File: src/rtl/assert_macros.svh
// assertion helpers included by the top-level rtl file
// both expect clk_i and rst_ni in the scope where they are used
`ifndef ASSERT_MACROS_SVH
`define ASSERT_MACROS_SVH

// plain property checked on every rising edge outside reset
`define TCW_ASSERT(name, prop) \
  name: assert property (@(posedge clk_i) disable iff (!rst_ni) (prop)) \
    else $error("assertion failed");

// same-cycle implication checked outside reset
`define TCW_ASSERT_IMPL(name, ante, cons) \
  name: assert property (@(posedge clk_i) disable iff (!rst_ni) (ante) |-> (cons)) \
    else $error("assertion failed");

`endif

File: src/rtl/tcw_pkg.sv
`timescale 1ns / 1ps
`default_nettype none

package tcw_pkg;

  // screen geometry defaults
  localparam int DefColumns = 80;
  localparam int DefRows    = 25;

  // fixed field widths of the words
  localparam int CharW      = 8;
  localparam int CursorRowW = 5;
  localparam int CursorColW = 7;
  localparam int CellW      = 16;

  localparam logic [CharW-1:0] FallbackAttrReset = 8'h0f;

  // operation codes
  localparam logic OpPut  = 1'b0;
  localparam logic OpRead = 1'b1;

  typedef struct packed {
    logic                  operation;
    logic [CharW-1:0]      character;
    logic                  string_start;
    logic [CursorRowW-1:0] read_row;
    logic [CursorColW-1:0] read_col;
  } in_word_t;

  typedef struct packed {
    logic [CharW-1:0]      cell_char;
    logic [CharW-1:0]      cell_attr;
    logic [CursorRowW-1:0] cursor_row;
    logic [CursorColW-1:0] cursor_col;
    logic                  wrote_cell;
    logic                  scrolled;
  } out_word_t;

  // commands from the engine to the screen store
  typedef struct packed {
    logic wr_en;
    logic clr_en;
    logic rd_en;
  } scr_ctl_t;

endpackage

`default_nettype wire

File: src/rtl/tcw_engine.sv
`timescale 1ns / 1ps
`default_nettype none

module tcw_engine #(
  parameter int COLUMNS = tcw_pkg::DefColumns,
  parameter int ROWS    = tcw_pkg::DefRows,
  parameter int RowW    = $clog2(ROWS),
  parameter int ColW    = $clog2(COLUMNS)
) (
  input  wire logic                      clk_i,
  input  wire logic                      rst_ni,
  input  wire logic                      adv_i,
  input  wire tcw_pkg::in_word_t         item_i,
  input  wire logic [tcw_pkg::CharW-1:0] fallback_i,
  output logic [RowW-1:0]                cursor_row_o,
  output logic [ColW-1:0]                cursor_col_o,
  output logic                           wrote_o,
  output logic                           scrolled_o,
  output logic [RowW-1:0]                top_row_o,
  output tcw_pkg::scr_ctl_t              ctl_o,
  output logic [RowW-1:0]                wr_row_o,
  output logic [ColW-1:0]                wr_col_o,
  output logic [tcw_pkg::CellW-1:0]      wr_data_o,
  output logic [RowW-1:0]                clr_row_o
);
  import tcw_pkg::*;

  localparam logic [1:0] PhIdle = 2'd0;
  localparam logic [1:0] PhFg   = 2'd1;
  localparam logic [1:0] PhBg   = 2'd2;

  localparam logic [7:0] ChBackslash = 8'h5c;
  localparam logic [7:0] ChX         = 8'h78;
  localparam logic [7:0] ChNewline   = 8'h0a;
  localparam logic [7:0] Ch0         = 8'h30;
  localparam logic [7:0] Ch7         = 8'h37;
  localparam logic [7:0] Ch9         = 8'h39;
  localparam logic [7:0] ChA         = 8'h61;
  localparam logic [7:0] ChF         = 8'h66;
  localparam logic [7:0] NulChar     = 8'h00;

  localparam logic [RowW-1:0] LastRow = RowW'(ROWS - 1);
  localparam logic [ColW-1:0] LastCol = ColW'(COLUMNS - 1);

  function automatic logic [3:0] hex_value(input logic [7:0] c);
    logic [7:0] d;
    begin
      d = 8'h0f;
      if (c >= Ch0 && c <= Ch9) begin
        d = c - Ch0;
      end else if (c >= ChA && c <= ChF) begin
        d = c - ChA + 8'd10;
      end
      return d[3:0];
    end
  endfunction

  logic [RowW-1:0] row_q, row_d;
  logic [ColW-1:0] col_q, col_d;
  logic [RowW-1:0] top_q, top_d;
  logic [3:0]      fg_q, fg_d;
  logic [2:0]      bg_q, bg_d;
  logic [1:0]      phase_q, phase_d;

  logic [3:0]      fg_s;
  logic [2:0]      bg_s;
  logic [1:0]      phase_s;
  logic            wrote, scrolled;
  logic [7:0]      attr, bg_ch;
  logic [RowW:0]   wr_sum;

  // physical row of the cursor: top plus cursor, wrapped once
  always_comb begin
    wr_sum = {1'b0, top_q} + {1'b0, row_q};
    if (wr_sum >= (RowW+1)'(ROWS)) begin
      wr_sum = wr_sum - (RowW+1)'(ROWS);
    end
  end

  always_comb begin
    attr = {1'b0, bg_s, fg_s};
    if (attr == 8'h00) begin
      attr = fallback_i;
    end
  end

  assign bg_ch = item_i.character - Ch0;

  always_comb begin
    fg_s    = item_i.string_start ? 4'hf : fg_q;
    bg_s    = item_i.string_start ? 3'd0 : bg_q;
    phase_s = item_i.string_start ? PhIdle : phase_q;

    fg_d     = fg_s;
    bg_d     = bg_s;
    phase_d  = phase_s;
    row_d    = row_q;
    col_d    = col_q;
    top_d    = top_q;
    wrote    = 1'b0;
    scrolled = 1'b0;

    if (item_i.operation == OpPut) begin
      case (phase_s)
        PhFg: begin
          if (item_i.character == ChX) begin
            fg_d    = 4'hf;
            bg_d    = 3'd0;
            phase_d = PhIdle;
          end else begin
            fg_d    = hex_value(item_i.character);
            phase_d = PhBg;
          end
        end
        PhBg: begin
          if (item_i.character != NulChar) begin
            bg_d = (item_i.character >= Ch0 && item_i.character <= Ch7) ? bg_ch[2:0] : 3'd0;
          end
          phase_d = PhIdle;
        end
        PhIdle: begin
          if (item_i.character == ChBackslash) begin
            phase_d = PhFg;
          end else if (item_i.character != NulChar) begin
            logic newline;
            newline = 1'b1;
            if (item_i.character != ChNewline) begin
              wrote = 1'b1;
              if (col_q != LastCol) begin
                newline = 1'b0;
                col_d   = col_q + 1'b1;
              end
            end
            if (newline) begin
              col_d = '0;
              if (row_q == LastRow) begin
                scrolled = 1'b1;
                top_d    = (top_q == LastRow) ? '0 : top_q + 1'b1;
              end else begin
                row_d = row_q + 1'b1;
              end
            end
          end
        end
        default: begin
          phase_d = phase_s;
        end
      endcase
    end
  end

  always_ff @(posedge clk_i or negedge rst_ni) begin
    if (!rst_ni) begin
      row_q   <= '0;
      col_q   <= '0;
      top_q   <= '0;
      fg_q    <= 4'hf;
      bg_q    <= 3'd0;
      phase_q <= PhIdle;
    end else if (adv_i) begin
      row_q   <= row_d;
      col_q   <= col_d;
      top_q   <= top_d;
      fg_q    <= fg_d;
      bg_q    <= bg_d;
      phase_q <= phase_d;
    end
  end

  assign cursor_row_o = row_d;
  assign cursor_col_o = col_d;
  assign wrote_o      = wrote;
  assign scrolled_o   = scrolled;
  assign top_row_o    = top_q;

  // the row that scrolls in is the old top row
  assign ctl_o.wr_en  = wrote;
  assign ctl_o.clr_en = scrolled;
  assign ctl_o.rd_en  = (item_i.operation == OpRead);
  assign wr_row_o     = wr_sum[RowW-1:0];
  assign wr_col_o     = col_q;
  assign wr_data_o    = {attr, item_i.character};
  assign clr_row_o    = top_q;

endmodule

`default_nettype wire

File: config.mk
export PLATFORM = sky130hd
export DESIGN_NAME = tcw_engine
export DESIGN_NICKNAME = d
export VERILOG_FILES = /design/src/rtl/assert_macros.svh /design/src/rtl/tcw_pkg.sv /design/src/rtl/tcw_engine.sv
export SDC_FILE = /design/constraint.sdc
export NUM_CORES = 1
export LEC_CHECK = 0
export BUFFER_PORTS_ARGS = -buffer_cell sky130_fd_sc_hd__buf_4
export CAP_MARGIN = 20
export CORE_MARGIN = 2
export CORE_UTILIZATION = 51
export DETAILED_ROUTE_END_ITERATION = 8
export PLACE_DENSITY_LB_ADDON = 0.25
export SLEW_MARGIN = 20
export SYNTH_ARGS = -nofsm -noshare
export SYNTH_HDL_FRONTEND = slang
export SYNTH_SLANG_ARGS = --single-unit
File: constraint.sdc
create_clock -name clk_i -period 4.4 [get_ports clk_i]
set_input_delay 1.1 -clock clk_i [delete_from_list [all_inputs] [get_ports clk_i]]
set_output_delay 1.1 -clock clk_i [all_outputs]
set_load 0.005 [all_outputs]
After elaboration in Yosys (flattened, before gate mapping)
Index checks and enable logic that the tools add are counted.
{ "word_totals": {"ff_bits": 26, "output_inout_bits": 55, "wordCells": 87, "input_bits": 33} }
{ "classes": {"order_cmp": 6, "bitwise_logic": 2, "add_sub_neg": 8, "n_eq_ne": 8, "n_reduce_logical": 7, "muxes": 50} }
{ "op_table": {"columns": ["operator", "count"], "rows": [
  ["two-way mux 7 bit", 7],
  ["two-way mux 5 bit", 8],
  ["two-way mux 4 bit", 6],
  ["two-way mux 1 bit", 17],
  ["equality test 8 x 7 -> 1 bit, second input constant", 2],
  ["less-or-equal comparator 8 x 6 -> 1 bit, second input constant", 2],
  ["two-way mux 3 bit", 5],
  ["adder 5 x 1 -> 5 bit, second input constant", 2],
  ["equality test 5 bit, second input constant", 2],
  [">= comparator 8 x 6 -> 1 bit, second input constant", 1],
  [">= comparator 8 x 7 -> 1 bit, second input constant", 1],
  ["less-or-equal comparator 8 x 7 -> 1 bit, second input constant", 1],
  ["two-way mux 2 bit", 4],
  ["two-way mux 8 bit", 1],
  ["!= test 8 x 4 -> 1 bit, second input constant", 1],
  ["nonzero test 8 bit", 1],
  ["subtractor 4 x 1 -> 4 bit, second input constant", 2],
  ["adder 7 x 1 -> 7 bit, second input constant", 1],
  ["zero test 7 bit", 1],
  ["!= test 7 bit, second input constant", 1],
  ["AND reduction 7 bit", 1],
  ["adder 5 x 5 -> 6 bit", 1],
  [">= comparator 6 x 5 -> 1 bit, second input constant", 1],
  ["one-hot mux 2 bit (3 select lines)", 1],
  ["other kinds (8)", 11]
]} }

Longest topological paths before layout
Gate-level depths: netlist of the first run.
{ "logic_depth": {"ltp_word": 12, "ltp_mapped": 9, "mapped_depth_nobuf": 8} }

Worst setup path before layout of the first run
No wires, ideal clock.
{ "synth_path": {"path_kind": "in2out", "from": "input port item_i[12] (netlist name)", "to": "output port cursor_row_o[2]", "setup_slack_ps": 611, "t_required_ps": 3300, "path_buffers": 2, "cell_stages": 9, "arrival_time_ps": 2689, "path_cell_list": "clkbuf_1 > inv_1 > nand2_1 > ha_1 > o31a_1 > o211a_1 > buf_6 > nand2_1 > mux2_2"} }
{ "synth_via": {"elab_chain_cells": 4} }
{ "synth_lines": {"columns": ["element", "line", "source"], "rows": [
  ["start: declaration", "tcw_engine.sv:13", "input wire tcw_pkg::in_word_t item_i,"],
  ["two-way mux 2 bit", "tcw_engine.sv:92", "phase_s = item_i.string_start ? PhIdle : phase_q;"],
  ["zero test 2 bit", "tcw_engine.sv:104", "case (phase_s)"],
  ["two-way mux 5 bit", "tcw_engine.sv:104", null],
  ["two-way mux 5 bit", "tcw_engine.sv:103", "if (item_i.operation == OpPut) begin"],
  ["end: declaration", "tcw_engine.sv:15", "output logic [RowW-1:0] cursor_row_o,"]
]} }
No other way between the ends.

Worst setup path in the final report of the first run
{ "layout_path": {"from": "input port item_i[13] (netlist name)", "to": "output port cursor_col_o[0]"} }
{ "layout_via": {"elab_chain_cells": 11, "word_cells_on_any_way": 14, "cone_classes": "2 x eq/ne; 11 x mux; 1 x reduce/logical"} }
{ "layout_lines": {"columns": ["element", "line", "source"], "rows": [
  ["!= test 8 x 4 -> 1 bit", "tcw_engine.sv:127", "if (item_i.character != ChNewline) begin"],
  ["two-way mux 1 bit", "tcw_engine.sv:127", null],
  ["two-way mux 1 bit", "tcw_engine.sv:124", "end else if (item_i.character != NulChar) begin"],
  ["two-way mux 1 bit", "tcw_engine.sv:122", "if (item_i.character == ChBackslash) begin"],
  ["two-way mux 1 bit", "tcw_engine.sv:104", null],
  ["two-way mux 1 bit", "tcw_engine.sv:103", null],
  ["two-way mux 7 bit", "tcw_engine.sv:134", "if (newline) begin"],
  ["two-way mux 7 bit", "tcw_engine.sv:124", null],
  ["two-way mux 7 bit (*)", "tcw_engine.sv:122", null],
  ["two-way mux 7 bit (*)", "tcw_engine.sv:104", null],
  ["two-way mux 7 bit (*)", "tcw_engine.sv:103", null],
  ["end: declaration", "tcw_engine.sv:16", "output logic [ColW-1:0] cursor_col_o,"]
]} }
Every way passes the cells marked *; elsewhere a longest branch is shown, timed or not. The select of a mux whose other input is x is not followed.

==> results.md, run 1 <==
* Slew Limit Fails at 0
* Share of post-route cells with drive strength above 1 at 0.277
* Clk_lat worst skew at 0.28 ns
* Slew headroom at 0.481
* Crit-path slowest cell: o31a_1
* Largest net degree at the start of global routing at 27
* CP arrival at 2.90 ns
* CP Launch Type: input port
* Filler cell count at 408
* I/O Buffers at 75
* RSZ-0062 raised after global routing: false
* Least-Margin Pin Slew at 0.771 ns
* GRT Residual Overflow at 0
* Average wire per standard cell at 14.3 µm
* CP max FO at 8
* Status: finished clean
* Initial antenna violation count at 0
* Worst IR Drop VDD at ~0.12 mV
* Reg2Reg Depth at 7
* First DRT Iteration DRCs at 161
* H-tree depth at 1
* Post-synth ARST share at 1.00
* Hold path cells at 2
* Yosys reg bits at 26
* Initial core utilization at 0.532
* Global-route wire length before repair at 9.72 mm
* Post-CTS Setup Inserts at 0
* Fin crit share at 0.908
* Vias at 2443
* Top Ports at 88
* CTS tree: built
* CP Data Required Time at 3.30 ns
* Avg Inst Size Synth at ~8.3 µm²
* Die height at roughly 74 µm
* Synth Instances at around 300
* Critical path type: input port to output port
* Crit path max-delay family: simple AND/OR/NAND/NOR gates
* DP HPWL at 4.57 mm
* Post-synth top flop: dfrtp_1
* Final setup viols at 0
* Pre-antenna DRT Iters at 4
* Die area at 0.00550 mm²
* Cell Chain, Critical Path: buf_4, inv_1, ha_1, nand4b_1, o31a_1, nand2_1, nor2_2, mux2_2, buf_4
* Most frequent CP cell: buf_4
* Most common cell after layout, fill and taps aside: buf_4
* Worst R2R Start: wr_col_o[0]$_DFFE_PN0P_
* Slowest stage delay, CP at approximately 0.40 ns
* WP depth at 9
* Most frequent cells in the layout: buf_4 (76), nor2_1 (29), nand2_1 (27), dfrtp_1 (22)
* Pleak at 1.54 nW
* Root Buffer: clkbuf_8
* Synthesized area at 0.00251 mm²
* GRT Overall Usage at 0.221
* Num rows at 25
* Power per Cell Area at 213 mW/mm²
* Fin crit period at 4.00 ns
* # diodes at 0
* Vias in the first global route at 2111
* # DRC at 0
* Number of flops mapped to enable cells by yosys at 0
* Buf/Inv on CP at 3
* Synth Warn # at 0
* Die Width at 74.2 µm
* Post-layout nets at 412
* Final hold violations at 0
* PostCTS Resize Cnt at 0
* PnR Total Power at 0.651 mW
* Worst Hold Launch: phase_q[0]$_DFFE_PN0P_
* Hold endpoint: phase_q[0]$_DFFE_PN0P_
* Mapped Nets at 355
* Area Overhead vs Synth at 21.6%
* Core area at about 0.0047 mm²
* CTS sink count at 26
* Hold buffers post-CTS at 0
* Routed WL at a little over 6 mm
* Worst min-delay path category: flip-flop to flip-flop
* Max-cap violation count at 0
* Critical R2R Capture: clr_row_o[2]$_DFFE_PN0P_
* Setup TNS at 0 ns
* Cts bufs inserted at 3
* Netlist cell types at 57
* Worst Setup End Kind: output port
* CTS clock-pin slew for the worst setup and hold paths at 0.09 ns
* Skew final at between 0.0015 and 0.002 ns
* FMAX at 0.250 GHz
* Vias per cell at 5.76
* Worst reg-to-reg setup slack at ~2.1 ns
* Post-synthesis sequential area ratio at 0.261
* CTS max path bufs at 2
* RD Place Congestion at between 0.8 and 0.9
* ANT nets after route at 0
[sequential cells by signal, indices dropped and copies added (netlist names)]
register	cells
bg_q	3
phase_q	2
fg_q	4
row_q	5
clr_row_o	5
wr_col_o	7
[logic make-up (layout without fill, tap and decap cells)]
family | Yosys count | count (layout) | synth area share
xor gates and xnor gates | 12 | 12 | 0.0419
and+or+nand+nor | 110 | 110 | 0.229
adders and majority gates | 21 | 21 | 0.108
buffers and inverters | 44 | 100 | 0.0962
muxes | 9 | 9 | 0.0414
AOI/OAI and AO/OA | 79 | 79 | 0.223
DFF | 26 | 26 | 0.261
[metal layers]
layer	wire length [µm]	global-route usage
met1	2790	0.304
met2	2900	0.376
met3	342	0.0352
met4	30	0.0303
met5	0	0
[power breakdown]
group          internal (mW)  switching [mW]
sequential             0.260          0.0346
combinational          0.109          0.0860
clock                 0.0802          0.0808
[how the worst max path moves through the flow]
stage / start / to / slack, ns
final: item_i[13] / cursor_col_o[0] / 0.40
after global routing: item_i[13] / cursor_col_o[0] / 0.27
after CTS: item_i[13] / cursor_col_o[0] / 0.40
after detailed placement: item_i[13] / cursor_col_o[0] / 0.42
after global placement: item_i[13] / cursor_col_o[0] / 0.43
after floorplan: item_i[12] / cursor_row_o[2] / 0.61
[area by class of cell]
| cell class | count | area, µm² | share of cell area |
|---|---|---|---|
| clock buffers | 4 | 55.1 | 0.0180 |
| inverters | 20 | 75.1 | 0.0246 |
| multi-input cells | 231 | 1610 | 0.528 |
| flip-flops and latches | 26 | 656 | 0.215 |
| well taps | 67 | 83.8 | 0.0274 |
| repair buffers | 76 | 571 | 0.187 |
[through the flow]
stage	util	setup slack, ns	hold slack (ns)	std cells	cell area [µm²]
6_report	0.647	0.403	0.521	424	3050
5_1_grt	0.647	0.271	0.539	424	3050
3_5_place_dp	0.635	0.422	0.491	420	3000
2_1_floorplan	-	0.611	0.443	301	2510
4_1_cts	0.647	0.399	0.514	424	3050
3_3_place_gp	0.635	0.431	0.484	420	3000
[Yosys cell counts, types with 3 or more instances]
cell	n	area [µm²]
a211o_1	5	43.8
nor3_1	3	15.0
or2_2	3	18.8
xnor2_1	9	78.8
o21ai_0	19	95.1
dfrtp_1	22	551
o21bai_1	4	30.0
a22o_1	12	105
a21oi_1	14	70.1
a31oi_1	3	18.8
nor2_1	29	109
o31ai_1	3	22.5
nand2_1	27	101
ha_1	20	250
dfstp_2	4	105
a21o_1	5	37.5
buf_4	17	128
buf_2	4	20.0
mux2_2	7	78.8
xor2_1	3	26.3
inv_1	20	75.1
nand3_1	15	75.1
nor2b_1	3	18.8
and3_1	7	43.8
[worst register-to-register path: stages (launching register included)]
cell	delay (ns)
dfrtp_1	0.45
ha_1	0.26
nand3_1	0.17
nor4b_2	0.48
o211a_1	0.24
buf_4	0.19
nand4_1	0.13
mux2_2	0.28
Note: power is estimated with default switching activity, not from simulation.
==> run 2: changes to the inputs <==
- CORE_UTILIZATION: 51 -> 46
- PLACE_DENSITY: default -> 0.83
- PLACE_DENSITY_LB_ADDON: 0.25 -> default
- clock period: 4.4 -> 3.2 ns (I/O delays scaled with it)
==> run 2 against run 1 <==
  * The run now ends with setup timing left
  * Design area grew 12%
  * Worst hold slack lost 0.10 ns
  * Worst setup slack worse by 0.57 ns
  * Clock power increased by 37%
  * Combinational power rose by 45%
  * Core utilization increased by 1.2 points
  * Die area grew 10%
==> results.md, run 2 (synthesized netlist as in run 1, its figures left out) <==
* Routed WL at 6.64 mm
* Share of post-route cells with drive strength above 1 at 0.399
* Initial core utilization at 0.485
* Root Buffer: clkbuf_8
* CP max FO at 2
* FMAX at 0.297 GHz
* Hold WS at 0.417 ns
* Most frequent cells in the layout: buf_4 (103), nand2_1 (27), nor2_1 (27), dfrtp_1 (21), o21ai_0 (19)
* Final setup viols at 4
* Top Ports at 88
* Average wire per standard cell at 14.6 µm
* Status: finished, violations left
* Worst reg-to-reg setup slack at 0.99 ns
* CTS max path bufs at 2
* Fin crit period at between 3 and 4 ns
* DP HPWL at 4.83 mm
* I/O Buffers at between 70 and 80
* First DRT Iteration DRCs at ~160
* H-tree depth at 1
* Critical R2R Capture: clr_row_o[1]$_DFFE_PN0P_
* RD Place Congestion at 0.827
* Worst Setup End Kind: output port
* Filler cell count at 402
* Die height at 77.9 µm
* Clk_lat worst skew at between 0.2 and 0.3 ns
* CP Data Required Time at 2.40 ns
* Worst Setup EP: wr_row_o[2]
* Final hold violations at 0
* Worst R2R Start: wr_col_o[0]$_DFFE_PN0P_
* RSZ-0062 raised after global routing: true
* Vias at about 2500
* Die Width at 77.9 µm
* CP Launch Type: flip-flop
* Most common cell after layout, fill and taps aside: buf_4
* Vias per cell at 5.58
* # DRC at 0
* CTS sink count at 26
* Global-route wire length before repair at 10.5 mm
* # diodes at 0
* ANT nets after route at 0
* Skew final at slightly below 0.004 ns
* Core Util, Final at 0.659
* Setup TNS at -0.444 ns
* Area Overhead vs Synth at 35.7%
* CP arrival at 2.56 ns
* CTS tree: built
* Num rows at 26
* Crit path from: row_q[0]$_DFFE_PN0P_
* Pre-antenna DRT Iters at 5
* PnR Total Power at ~0.9 mW
* Die area at a little over 0.006 mm²
* CTS clock-pin slew for the worst setup and hold paths at 0.09 ns
* Final worst slack at -0.164 ns
* Initial antenna violation count at 0
* Worst IR Drop VDD at between 0.2 and 0.3 mV
* Fin crit share at 1.05
* Worst min-delay path category: input port to asynchronous set/reset pin
* Flip-flop count of the largest register after layout at 7
* Power per Cell Area at 266 mW/mm²
* Core area at between 0.005 and 0.006 mm²
* Vias in the first global route at 2365
* Failing checks: setup timing
* Max-cap violation count at 0
* Slew headroom at 0.539
* Critical path type: flip-flop to output port
* Reg2Reg Depth at 7
* Largest net degree at the start of global routing at 27
* Slew Limit Fails at 0
* Pleak at 1.72 nW
* Least-Margin Pin Slew at 0.684 ns
* Cts bufs inserted at 3
* Post-layout nets at between 400 and 500
* GRT Residual Overflow at 0
* GRT Overall Usage at 0.206
[run 2: cell types whose count changed in the layout (fill, tap and decap cells not counted), moves of 2 or more]
| cell | delta |
|---|---|
| xor2_2 | +2 |
| ha_1 | -5 |
| ha_4 | +2 |
| nor2_1 | -2 |
| inv_1 | -4 |
| ha_2 | +3 |
| xor2_1 | -2 |
| buf_6 | +2 |
| buf_4 | +27 |
| inv_2 | +4 |
[run 2: repair_timing]
item,in CTS,in global routing
gates resized for setup,5,27
hold buffers,0,0
setup buffers,0,7
setup endpoints to repair,8,16
pin swaps,0,6
[run 2: routing by layer]
layer	vias to the layer above	wire length, µm	track usage
met5	-	0	0
met4	0	51	0.0393
met3	5	387	0.0244
met2	93	3310	0.369
met1	1211	2890	0.268
li1	1234	-	-
[run 2: worst min path at each step]
stage | endpoint | slack, ns | depth (start not counted)
finish | wr_col_o[2]$_DFFE_PN0P_ | 0.42 | 1
global route | wr_col_o[6]$_DFFE_PN0P_ | 0.44 | 1
CTS | wr_col_o[3]$_DFFE_PN0P_ | 0.43 | 1
detailed placement | phase_q[0]$_DFFE_PN0P_ | 0.49 | 2
global placement | phase_q[0]$_DFFE_PN0P_ | 0.49 | 2
floorplan | phase_q[0]$_DFFE_PN0P_ | 0.44 | 2
[run 2: power breakdown]
group / internal, mW / switching [mW] / total (mW)
Clock: 0.110 / 0.110 / 0.220
Sequential: 0.358 / 0.0460 / 0.404
Combinational: 0.160 / 0.122 / 0.282
Total: 0.628 / 0.278 / 0.906
[run 2: worst max-delay path, stage by stage, from the launching register on]
cell and delay (ns):
dfrtp_1 0.40, ha_2 0.20, inv_2 0.04, fa_2 0.56, ha_4 0.15, inv_2 0.04
or3_4 0.38, o32ai_2 0.23, xnor2_1 0.15, buf_4 0.13
[run 2: final cells by class]
type,count,area [µm²],area share
flip-flops and latches,26,657,0.193
repair buffers,105,796,0.233
clock buffers,4,55.1,0.0162
multi-input cells,231,1740,0.510
inverters,20,75.1,0.0220
well taps,70,87.6,0.0257
[run 2: through the flow]
stage	worst slack, ns	cell area [µm²]	cells
floorplan	0.0106	2510	301
global placement	-0.0133	3170	445
detailed placement	-0.0453	3170	445
CTS	-0.153	3240	449
global route	-0.251	3410	456
finish	-0.164	3410	456
==> run 3: changes to the inputs <==
- PLACE_DENSITY: 0.83 -> default
- PLACE_DENSITY_LB_ADDON: default -> 0.25
==> run 3 against run 2 <==
  * The run still ends with setup timing left
  * Non-clock buffer count is 1 lower
  * Die area stayed put
  * Via count is 1.4% higher
  * Flip-flop and latch count stayed put
  * Clock-buffer cell count is 1 lower
  * Clock skew is 0.0056 ns higher
  * Fmax is 0.64% lower
  * Cell count is 0.22% lower
  * Critical path depth stayed put
  * Worst setup slack worse by 0.022 ns
  * Combinational power is 7.4% higher
==> results.md, run 3 (synthesized netlist as in run 1, its figures left out) <==
* Status: finished, violations left
* Failing checks: setup timing
* Final hold violations at 0
* CTS max path bufs at 2
* Root Buffer: clkbuf_8
* Area Overhead vs Synth at 37.9%
* Power per Cell Area at approximately 290 mW/mm²
* Post-layout nets at 440
* Area of the multi-input gates at 0.00178 mm²
* Slew headroom at 0.436
* Met1 track demand over resource at 0.292
* Met2 GRT Util at 0.382
* Least-Margin Pin Slew at about 0.84 ns
* CP max FO at 2
* Critical R2R Capture: clr_row_o[1]$_DFFE_PN0P_
* Pleak at 1.72 nW
* Worst IR Drop VDD at 0.236 mV
* Cts bufs inserted at 3
* Final instance area at 0.00346 mm²
* First DRT Iteration DRCs at 156
* DP HPWL at about 5 mm
* I/O Buffers at 75
* CP Launch Type: flip-flop
* Worst Setup End Kind: output port
* CTS clock-pin slew for the worst setup and hold paths at 0.10 ns
* GRT Overall Usage at 0.221
* Average wire per standard cell at approximately 15 µm
* Share of post-route cells with drive strength above 1 at 0.403
* Top Ports at 88
* Die area at 0.00607 mm²
* Placed Area at between 0.003 and 0.004 mm²
* CTS tree: built
* Reg2Reg Depth at 6
* Vias in the first global route at 2428
* Global-route wire length before repair at 11.1 mm
* Fin crit share at 1.06
* CP Data Required Time at 2.40 ns
* Fin crit period at between 3 and 4 ns
* Worst R2R Start: wr_col_o[0]$_DFFE_PN0P_
* Largest net degree at the start of global routing at 27
* Routed WL at 6.84 mm
* Final setup viols at 3
* PnR Total Power at 0.992 mW
* Final worst slack at -0.186 ns
* GR met3 Demand/Resource at 0.0267
* Worst reg-to-reg setup slack at about 1.1 ns
* Initial core utilization at 0.485
* CP arrival at 2.59 ns
* Die Width at 77.9 µm
* Hold buffers post-CTS at 0
* Worst slack, placed at -0.0604 ns
* Vias per cell at 5.67
* Skew final at 0.00949 ns
* CTS sink count at 26
* Initial antenna violation count at 0
* Flip-flop count of the largest register after layout at 7
* ANT nets after route at 0
* Die height at 77.9 µm
* FMAX at 0.295 GHz
* Slew Limit Fails at 0
* Most frequent cells in the layout: buf_4 (102), nor2_1 (28), nand2_1 (25), o21ai_0 (19), dfrtp_1 (19)
* RD Place Congestion at 0.877
* Vias at 2578
* Worst min-delay path category: input port to asynchronous set/reset pin
* # DRC at 0
* Num rows at 26
* Most common cell after layout, fill and taps aside: buf_4
* Critical path type: flip-flop to output port
* Core Util, Final at 0.670
* Seq. cell area at 659 µm²
* GRT busiest layer: met2
* Clk_lat worst skew at 0.28 ns
* # diodes at 0
* H-tree depth at 1
* Pre-antenna DRT Iters at 5
* Core area at 0.00517 mm²
* RSZ-0062 raised after global routing: true
* Filler cell count at 413
* GRT Residual Overflow at 0
* Max-cap violation count at 0
-- run 3: routing by layer --
metal  wire length, µm  vias to the layer above  part of all wire
met5                 0                        -                 0
met4                68                        0            0.0099
met3               401                        9             0.059
met2              3470                      104              0.51
met1              2900                     1228              0.42
li1                  -                     1237                 -
-- run 3: metrics by stage --
| step | hold WS, ns | cells | setup TNS (ns) |
|---|---|---|---|
| finish | 0.416 | 455 | -0.285 |
| global route | 0.435 | 455 | -0.676 |
| CTS | 0.425 | 449 | -0.338 |
| detailed placement | 0.479 | 445 | -0.207 |
| global placement | 0.481 | 445 | -0.0258 |
| floorplan | 0.443 | 301 | 0 |
-- run 3: final cells by class --
class,instances,share of cell area
clock inverter,1,0.00867
timing repair buffer,104,0.228
tap,70,0.0253
multi-input combinational,231,0.514
inverter,20,0.0217
sequential,26,0.190
clock buffer,3,0.0119
-- run 3: how the worst max path moves through the flow --
| stage | start | endpoint | cells after the start |
|---|---|---|---|
| 3_5_place_dp | item_i[13] | cursor_col_o[5] | 10 |
| 4_1_cts | row_q[0]$_DFFE_PN0P_ | wr_row_o[2] | 9 |
| 2_1_floorplan | item_i[12] | cursor_row_o[2] | 9 |
| 3_3_place_gp | item_i[13] | cursor_col_o[5] | 10 |
| 5_1_grt | row_q[0]$_DFFE_PN0P_ | wr_row_o[2] | 9 |
| 6_report | row_q[0]$_DFFE_PN0P_ | wr_row_o[2] | 9 |
-- run 3: worst max-delay path, stage by stage, from the launching register on --
cell	delay [ns]
dfrtp_1	0.40
ha_2	0.21
inv_2	0.05
fa_2	0.58
ha_4	0.16
inv_2	0.04
or3_1	0.37
o32ai_2	0.23
xnor2_1	0.15
buf_4	0.13
-- run 3: what timing repair did --
action | CTS | global route
endpoints found under the setup margin | 7 | 16
gates resized for setup | 5 | 34
pin swaps | 0 | 10
setup buffers | 0 | 6
-- run 3: power breakdown --
part,switching (mW),internal (mW),leakage [nW]
Combinational,0.132,0.171,1.35
Clock,0.111,0.168,0.0357
Sequential,0.0522,0.358,0.335
